===== src/sv/deq_pkg.sv =====
`default_nettype none

package deq_pkg;

  localparam int DATA_W  = 32;
  localparam int POS_W   = 7;
  localparam int COUNT_W = 7;

  localparam logic [POS_W-1:0] POS_NONE = '1;

  typedef enum logic [2:0] {
    OP_PUSH_FRONT = 3'd0,
    OP_PUSH_BACK  = 3'd1,
    OP_POP_FRONT  = 3'd2,
    OP_POP_BACK   = 3'd3,
    OP_SEARCH     = 3'd4,
    OP_UPDATE     = 3'd5,
    OP_CLEAR      = 3'd6
  } op_e;

endpackage

`default_nettype wire


===== src/sv/deq_ram.sv =====
`default_nettype none

module deq_ram
  import deq_pkg::*;
#(
  parameter int DEPTH = 64,
  localparam int AddrW = $clog2(DEPTH)
) (
  input  wire logic              clk_i,
  input  wire logic              we_i,
  input  wire logic [AddrW-1:0]  waddr_i,
  input  wire logic [DATA_W-1:0] wdata_i,
  input  wire logic [AddrW-1:0]  raddr_a_i,
  input  wire logic [AddrW-1:0]  raddr_b_i,
  output logic      [DATA_W-1:0] rdata_a_o,
  output logic      [DATA_W-1:0] rdata_b_o
);

  logic [DATA_W-1:0] mem [DEPTH];

  always_ff @(posedge clk_i) begin
    if (we_i) begin
      mem[waddr_i] <= wdata_i;
    end
    rdata_a_o <= mem[raddr_a_i];
    rdata_b_o <= mem[raddr_b_i];
  end

endmodule

`default_nettype wire


===== src/sv/double_ended_queue.sv =====
// Bounded double-ended queue of signed 32-bit values in a ring buffer.
// Input channel: operation_i, value_i, new_value_i, qualified by in_valid_i;
// a transfer happens when in_valid_i is high and in_stall_o is low.
// Output channel: one result per input item, shown with out_valid_o and
// held until a cycle where out_stall_i is low.
// One item is worked on at a time; in_stall_o is high from the transfer
// until the result has been taken, and the next item can transfer in the
// cycle after the result transfer.
// Push, clear, unknown codes and a pop, search or update on an empty queue
// go S_EXEC, S_PEEK, S_LOAD, S_OUT; a pop has S_POP after S_EXEC.
// Search and update walk the entries one per cycle in S_SCAN through the
// ring address adder and the single compare, stopping at the first match
// from the front or after the last entry held.
// Front and back values are read back through the two memory read ports.
// Reset empties the queue (head and count go to zero) and leaves the entry
// memory as it is; no clearing pass is needed.
// While out_stall_i is high the result registers hold and no input is taken.
`default_nettype none

module double_ended_queue
  import deq_pkg::*;
#(
  parameter int DEPTH = 64
) (
  input  wire logic                     clk_i,
  input  wire logic                     rst_ni,
  input  wire logic                     in_valid_i,
  output logic                          in_stall_o,
  input  wire logic        [2:0]        operation_i,
  input  wire logic signed [DATA_W-1:0] value_i,
  input  wire logic signed [DATA_W-1:0] new_value_i,
  output logic                          out_valid_o,
  input  wire logic                     out_stall_i,
  output logic                          ok_o,
  output logic signed      [DATA_W-1:0] popped_value_o,
  output logic signed      [POS_W-1:0]  position_o,
  output logic             [COUNT_W-1:0] count_o,
  output logic                          is_empty_o,
  output logic signed      [DATA_W-1:0] front_value_o,
  output logic signed      [DATA_W-1:0] back_value_o
);

  localparam int AW = $clog2(DEPTH);
  localparam int CW = $clog2(DEPTH + 1);
  localparam int SW = CW + 1;

  localparam logic [CW-1:0] DEPTH_C = CW'(DEPTH);
  localparam logic [AW-1:0] LAST_C  = AW'(DEPTH - 1);
  localparam logic [SW-1:0] WRAP_C  = SW'(DEPTH);

  typedef enum logic [2:0] {
    S_IDLE,
    S_EXEC,
    S_POP,
    S_SCAN,
    S_PEEK,
    S_LOAD,
    S_OUT
  } state_e;

  state_e            state_q, state_d;
  logic [AW-1:0]     head_q, head_d;
  logic [CW-1:0]     count_q, count_d;
  logic [2:0]        op_q, op_d;
  logic [DATA_W-1:0] val_q, val_d;
  logic [DATA_W-1:0] nval_q, nval_d;
  logic [CW-1:0]     iss_q, iss_d;
  logic [CW-1:0]     cmp_q, cmp_d;
  logic              pend_q, pend_d;
  logic [AW-1:0]     addr_q, addr_d;
  logic              ok_q, ok_d;
  logic [DATA_W-1:0] popped_q, popped_d;
  logic [POS_W-1:0]  pos_q, pos_d;
  logic [DATA_W-1:0] front_q, front_d;
  logic [DATA_W-1:0] back_q, back_d;

  logic              ram_we;
  logic [AW-1:0]     ram_waddr;
  logic [DATA_W-1:0] ram_wdata;
  logic [AW-1:0]     raddr_a, raddr_b;
  logic [DATA_W-1:0] rd_a, rd_b;

  // shared ring address adder: head plus an offset, wrapped once
  logic [CW-1:0] off_sel;
  logic [SW-1:0] slot_sum;
  logic [AW-1:0] slot;

  logic          full, empty;
  logic [CW-1:0] count_m1;
  logic [AW-1:0] head_m1, head_p1;

  assign slot_sum = SW'(head_q) + SW'(off_sel);
  assign slot     = (slot_sum >= WRAP_C) ? AW'(slot_sum - WRAP_C) : AW'(slot_sum);

  assign full     = (count_q == DEPTH_C);
  assign empty    = (count_q == '0);
  assign count_m1 = count_q - CW'(1);
  assign head_m1  = (head_q == '0) ? LAST_C : head_q - AW'(1);
  assign head_p1  = (head_q == LAST_C) ? '0 : head_q + AW'(1);

  deq_ram #(
    .DEPTH(DEPTH)
  ) u_ram (
    .clk_i    (clk_i),
    .we_i     (ram_we),
    .waddr_i  (ram_waddr),
    .wdata_i  (ram_wdata),
    .raddr_a_i(raddr_a),
    .raddr_b_i(raddr_b),
    .rdata_a_o(rd_a),
    .rdata_b_o(rd_b)
  );

  always_comb begin
    state_d   = state_q;
    head_d    = head_q;
    count_d   = count_q;
    op_d      = op_q;
    val_d     = val_q;
    nval_d    = nval_q;
    iss_d     = iss_q;
    cmp_d     = cmp_q;
    pend_d    = pend_q;
    addr_d    = addr_q;
    ok_d      = ok_q;
    popped_d  = popped_q;
    pos_d     = pos_q;
    front_d   = front_q;
    back_d    = back_q;
    ram_we    = 1'b0;
    ram_waddr = head_q;
    ram_wdata = val_q;
    raddr_a   = head_q;
    raddr_b   = head_q;
    off_sel   = count_q;

    case (state_q)
      S_IDLE: begin
        if (in_valid_i) begin
          op_d     = operation_i;
          val_d    = value_i;
          nval_d   = new_value_i;
          ok_d     = 1'b0;
          popped_d = '0;
          pos_d    = POS_NONE;
          state_d  = S_EXEC;
        end
      end
      S_EXEC: begin
        state_d = S_PEEK;
        case (op_q)
          OP_PUSH_FRONT: begin
            if (!full) begin
              ram_we    = 1'b1;
              ram_waddr = head_m1;
              head_d    = head_m1;
              count_d   = count_q + CW'(1);
              ok_d      = 1'b1;
            end
          end
          OP_PUSH_BACK: begin
            off_sel = count_q;
            if (!full) begin
              ram_we    = 1'b1;
              ram_waddr = slot;
              count_d   = count_q + CW'(1);
              ok_d      = 1'b1;
            end
          end
          OP_POP_FRONT: begin
            raddr_a = head_q;
            if (!empty) begin
              state_d = S_POP;
            end
          end
          OP_POP_BACK: begin
            off_sel = count_m1;
            raddr_a = slot;
            if (!empty) begin
              state_d = S_POP;
            end
          end
          OP_SEARCH, OP_UPDATE: begin
            iss_d  = '0;
            pend_d = 1'b0;
            if (!empty) begin
              state_d = S_SCAN;
            end
          end
          OP_CLEAR: begin
            head_d  = '0;
            count_d = '0;
            ok_d    = 1'b1;
          end
          default: begin
          end
        endcase
      end
      S_POP: begin
        popped_d = rd_a;
        ok_d     = 1'b1;
        count_d  = count_m1;
        if (op_q == OP_POP_FRONT) begin
          head_d = head_p1;
        end
        state_d = S_PEEK;
      end
      S_SCAN: begin
        // issue one offset per cycle, compare the one issued last cycle
        off_sel = iss_q;
        raddr_a = slot;
        if (pend_q && (rd_a == val_q)) begin
          ok_d  = 1'b1;
          pos_d = (op_q == OP_SEARCH) ? POS_W'(cmp_q) : POS_NONE;
          if (op_q == OP_UPDATE) begin
            ram_we    = 1'b1;
            ram_waddr = addr_q;
            ram_wdata = nval_q;
          end
          state_d = S_PEEK;
        end else if (pend_q && (cmp_q == count_m1)) begin
          state_d = S_PEEK;
        end else begin
          pend_d = 1'b1;
          cmp_d  = iss_q;
          addr_d = slot;
          iss_d  = iss_q + CW'(1);
        end
      end
      S_PEEK: begin
        off_sel = count_m1;
        raddr_a = head_q;
        raddr_b = slot;
        state_d = S_LOAD;
      end
      S_LOAD: begin
        front_d = empty ? '0 : rd_a;
        back_d  = empty ? '0 : rd_b;
        state_d = S_OUT;
      end
      S_OUT: begin
        if (!out_stall_i) begin
          state_d = S_IDLE;
        end
      end
      default: begin
        state_d = S_IDLE;
      end
    endcase
  end

  always_ff @(posedge clk_i or negedge rst_ni) begin
    if (!rst_ni) begin
      state_q  <= S_IDLE;
      head_q   <= '0;
      count_q  <= '0;
      op_q     <= '0;
      val_q    <= '0;
      nval_q   <= '0;
      iss_q    <= '0;
      cmp_q    <= '0;
      pend_q   <= 1'b0;
      addr_q   <= '0;
      ok_q     <= 1'b0;
      popped_q <= '0;
      pos_q    <= POS_NONE;
      front_q  <= '0;
      back_q   <= '0;
    end else begin
      state_q  <= state_d;
      head_q   <= head_d;
      count_q  <= count_d;
      op_q     <= op_d;
      val_q    <= val_d;
      nval_q   <= nval_d;
      iss_q    <= iss_d;
      cmp_q    <= cmp_d;
      pend_q   <= pend_d;
      addr_q   <= addr_d;
      ok_q     <= ok_d;
      popped_q <= popped_d;
      pos_q    <= pos_d;
      front_q  <= front_d;
      back_q   <= back_d;
    end
  end

  assign in_stall_o     = (state_q != S_IDLE);
  assign out_valid_o    = (state_q == S_OUT);
  assign ok_o           = ok_q;
  assign popped_value_o = popped_q;
  assign position_o     = pos_q;
  assign count_o        = COUNT_W'(count_q);
  assign is_empty_o     = empty;
  assign front_value_o  = front_q;
  assign back_value_o   = back_q;

endmodule

`default_nettype wire


===== config.mk =====
export PLATFORM = sky130hd
export DESIGN_NAME = double_ended_queue
export DESIGN_NICKNAME = d
export VERILOG_FILES = /design/src/sv/deq_pkg.sv /design/src/sv/deq_ram.sv /design/src/sv/double_ended_queue.sv
export SDC_FILE = /design/constraint.sdc
export NUM_CORES = 2
export LEC_CHECK = 0
export ABC_AREA = 1
export BUFFER_PORTS_ARGS = -buffer_cell sky130_fd_sc_hd__buf_2
export CAP_MARGIN = 20
export CELL_PAD_IN_SITES_DETAIL_PLACEMENT = 1
export CELL_PAD_IN_SITES_GLOBAL_PLACEMENT = 2
export CORE_ASPECT_RATIO = 1.5
export CORE_MARGIN = 2
export CORE_UTILIZATION = 44
export DETAILED_ROUTE_END_ITERATION = 16
export HOLD_SLACK_MARGIN = 0.15
export PLACE_DENSITY = 0.94
export SETUP_SLACK_MARGIN = 0.5
export SLEW_MARGIN = 30
export SYNTH_ARGS = -nofsm -noshare
export SYNTH_HDL_FRONTEND = slang
export SYNTH_SLANG_ARGS = --single-unit

===== constraint.sdc =====
create_clock -name clk_i -period 12.9 [get_ports clk_i]
set_clock_uncertainty 0.05 [all_clocks]
set_input_delay 0.645 -clock clk_i [delete_from_list [all_inputs] [get_ports clk_i]]
set_output_delay 0.645 -clock clk_i [all_outputs]
set_load 0.01 [all_outputs]

==> results <==
- The flow ran to the end, and the final reports show no timing, DRC or antenna violations.
- The number of H-tree levels is 4.
- The worst hold path belongs to the class input pin to asynchronous set/reset pin.
- The delay of the slowest critical-path stage is between 800 and 900 ps.
- The clock buffer count from CTS is roughly 220.
- The relative area change from synthesis to final layout is 10.34%.
- The combined global-route utilization of all metal layers is about a third.
- The launch point of the worst reg-to-reg path is state_q[1]$_DFFE_PN0P_.
- Setup repair after global routing left no endpoint under its margin.
- For this configuration, the core starts out at a cell density of 44.13%.
- The initial detailed-routing violation count is approximately 13000.
- The leading cell type in the layout, fill and taps excluded is nand2_1.
- The tool flagged a number of max-cap violations equal to 0.
- For this block, the via count after detailed routing is 103100.
- Dividing the detail-routed via count by the number of cells gives approximately 6.5.
- A synthesized cell averages between 9 and 10 µm².
- The detailed-route wire length per cell is roughly 30 µm.
- The element type at the critical path end is a flop.
- Synthesis produced a netlist whose cell count is roughly 13000.
- The clock tree root driver cell is clkbuf_16.
- The number of top-level pins is ~190.
- The initial antenna violation count is 25.
- Gates resized during post-CTS repair numbered 0.
- The clock slew seen by the registers of the worst setup and hold paths is ~60 ps.
- The critical-path maximum fanout is 64.
- Traced cell by cell, the critical path runs through nor2_1 -> nand2_1 -> nand2_1 -> a22oi_1 -> o21ai_0 -> ha_1 -> fa_1 -> inv_1 -> o21ai_4 -> buf_4 -> buf_4 -> buf_4 -> buf_4 -> o211ai_1 -> nand3_1 -> nand3_1 -> nand3_1 -> nand3_1 -> nand2_1.
- The TritonCTS sink count is 2320.
- The die is 423.6 µm wide.
- The number of cells on the worst reg-to-reg path is 19.
- The mapped netlist covers approximately 120000 µm².
- The register bit total from synthesis is ~2300.
- TritonCTS built the clock tree.
- For the worst setup path, the data required time is approximately 14000 ps.
- The number of global-route vias before repair is approximately 110k.
- Across all setup checks in the final design, the least slack found is 5830 ps.
- The number of endpoints failing setup at the final stage is 0.
- The final number of max-transition violations is 0.
- In this run the tool buffered the top-level ports with about 180 buffer cells.
- The final-report hold violation count is 0.
- The combined flip-flop and latch cell area is ~68000 µm².
- Broken down by cell family, the worst path's largest delay share belongs to buffers and inverters.
- In the final layout, the share of cells above drive strength 1 is 7.106%.
- The HPWL reported at the end of detailed placement is roughly 270000 µm.
- In the global route stage, met3 resource usage came out at around 7.3%.
- The count of unresolved DRC violations after routing is 0.
- The number of nets with antenna violations after routing is 0.
- The global route total overflow is 0.
- The maximum number of pins on one net before global-route repair is approximately 210.
- Leaving out fill and tap cells, the most frequent cells in the layout are nand2_1 (3311), edfxtp_1 (2048), nand3_1 (1882), inv_1 (1159), o211ai_1 (1136).
- The routed design has ~500000 µm of wire.
- Data on the critical path arrives at its endpoint at approximately 7900 ps.
- Based on the critical path, the design can be clocked at up to 141.4 MHz.
- After global routing, the most crowded layer is met2.
- In the finished design, the share of the clock period the worst path needs comes to a little over half.
- The worst register-to-register path ends at u_ram.rdata_a_o[20]$_DFF_P_.
- The area used by multi-input combinational logic is 40250 µm².
- The global-route wire length before repair is 705800 µm.
- Subtracting the final worst setup slack from the clock period gives 7070 ps.
- Setup total negative slack on the finished layout was measured at 0 ps.
- The full die area is 268300 µm².
- The met1 track utilization from global routing is 42.14%.
- The floorplan die height is roughly 630 µm.
- The critical path is of the flop to flop type.
- After filler insertion, the fill cell instance count of the layout stands at 29480.
- The critical-path cell with the highest stage delay is buf_4.
- The count of buffer and inverter cells on the critical path is 5.
- The instance area after placement is approximately 120000 µm².
- Across all register-to-register paths, the minimum setup slack is slightly below 6000 ps.
- Summing the sequential cell areas from Yosys gives 58.51% of the chip area.
- At the pin with the least slew margin, the transition time is between 1000 and 1500 ps.
- Synthesis instantiated between 40 and 50 different standard cells from the library.
- The placement-stage worst setup slack is roughly 6000 ps.
- The met2 demand-to-capacity share in global routing is a little under three fifths.
- The predominant post-synthesis flop cell is edfxtp_1.
- The clock tree buffer depth is 4.
- The post-route cell area is 128200 µm².
- In the final design database the tool counted approximately 12000 nets.
- The placer congestion estimate is 0.9303.
- The worst setup path is launched from a flop.
- The area inside the core boundary is around 260000 µm².
- Synthesis produced a netlist with a net count of 12620.
- During synthesis, Yosys emitted a total of 0 warnings.
- For the worst-skew pair, the clock arrives at the later sink with an insertion delay of 950 ps.
- In this run the tightest slew margin relative to its limit is between 10% and 20%.
- The detailed-router iteration count before antenna repair is 6.
- The number of synthesized flops with an enable pin is 2048.
- The critical path runs through a total of 19 cells.
- The share of synthesized registers carrying an async set or reset is under 10%.
- The total number of placement rows is 231.
[layer usage]
metal / vias up / share of wire (%) / routed length [µm]
met3: 1784 / 11 / 51250
met4: 8 / 7.9 / 38480
li1: 43050 / - / -
met2: 6462 / 46 / 224400
met1: 51760 / 35 / 172600
met5: - / 0.0097 / 47
[registers in the layout, indices dropped and copies added, names as in the netlist, 7 cells and up]
name and cells:
u_ram.mem 2048, back_value_o 32, front_value_o 32, nval_q 32, popped_value_o 32, u_ram.rdata_a_o 32, u_ram.rdata_b_o 32, val_q 32
cmp_q 7, count_o 7, iss_q 7, position_o 7
[layout make-up]
cell class / instances / share of cell area, %
multi-input cells: 8087 / 31.39
diodes: 11 / 0.02147
repair buffers: 474 / 2.802
flip-flops and latches: 2320 / 53.03
inverters: 1180 / 3.528
clock buffers: 288 / 4.789
clock inverters: 120 / 1.025
well taps: 3495 / 3.411
[kinds of logic (layout without fill, tap and decap cells)]
group / Yosys count / in the layout / share of synthesized area, %
flops: 2320 / 2320 / 58.51
buf+inv: 2131 / 2062 / 7.694
xor+xnor: 21 / 21 / 0.1583
simple gates: 5862 / 5862 / 21.01
other cells: 0 / 11 / 0
fa+ha+maj: 13 / 13 / 0.1464
compound gates: 2191 / 2191 / 12.48
[timing repair]
item                                   CTS  global route
endpoints found under the hold margin  134             0
setup buffers                            0             0
hold buffers                            70             0
[worst max path at each step]
stage | from | end
2_1_floorplan | state_q[1]$_DFFE_PN0P_ | u_ram.mem[0][0]$_DFFE_PP_
3_3_place_gp | state_q[1]$_DFFE_PN0P_ | u_ram.rdata_b_o[9]$_DFF_P_
3_5_place_dp | state_q[1]$_DFFE_PN0P_ | u_ram.rdata_b_o[7]$_DFF_P_
4_1_cts | state_q[1]$_DFFE_PN0P_ | u_ram.rdata_b_o[30]$_DFF_P_
5_1_grt | state_q[1]$_DFFE_PN0P_ | u_ram.rdata_b_o[20]$_DFF_P_
6_report | state_q[1]$_DFFE_PN0P_ | u_ram.rdata_a_o[20]$_DFF_P_
[synthesized netlist by cell type, drive strengths merged, types with 2 or more instances]
master	n	share of area (%)
inv	1178	3.8
edfxtp	2048	53
xor2	16	0.12
xnor2	5	0.038
o221ai	130	0.98
o22ai	32	0.17
a31oi	2	0.011
dfxtp	64	1.1
nand3	1883	8.1
dfstp	7	0.16
clkinv	2	0.0065
o211ai	1136	7.3
nand4	7	0.038
a21oi	66	0.29
nand2	3313	11
ha	12	0.13
dfrtp	201	4.3
a22oi	12	0.078
buf	626	2.8
o31ai	28	0.18
nand3b	2	0.013
nor3	15	0.065
clkbuf	325	1.0
o21ai	781	3.4
nor2	642	2.1
[per-stage QoR]
| stage | cells | hold slack, ps | util [%] |
|---|---|---|---|
| floorplan | 12540 | 299.4 | - |
| global placement | 15490 | 406.6 | 45.56 |
| detailed placement | 15490 | 413.3 | 45.57 |
| CTS | 15960 | 222.5 | 48.66 |
| global route | 15970 | 270.2 | 48.69 |
| finish | 15980 | 231.4 | 48.70 |
Power is not shown: default switching activity piles up to over one toggle a cycle in this logic, so the estimate is an artifact.
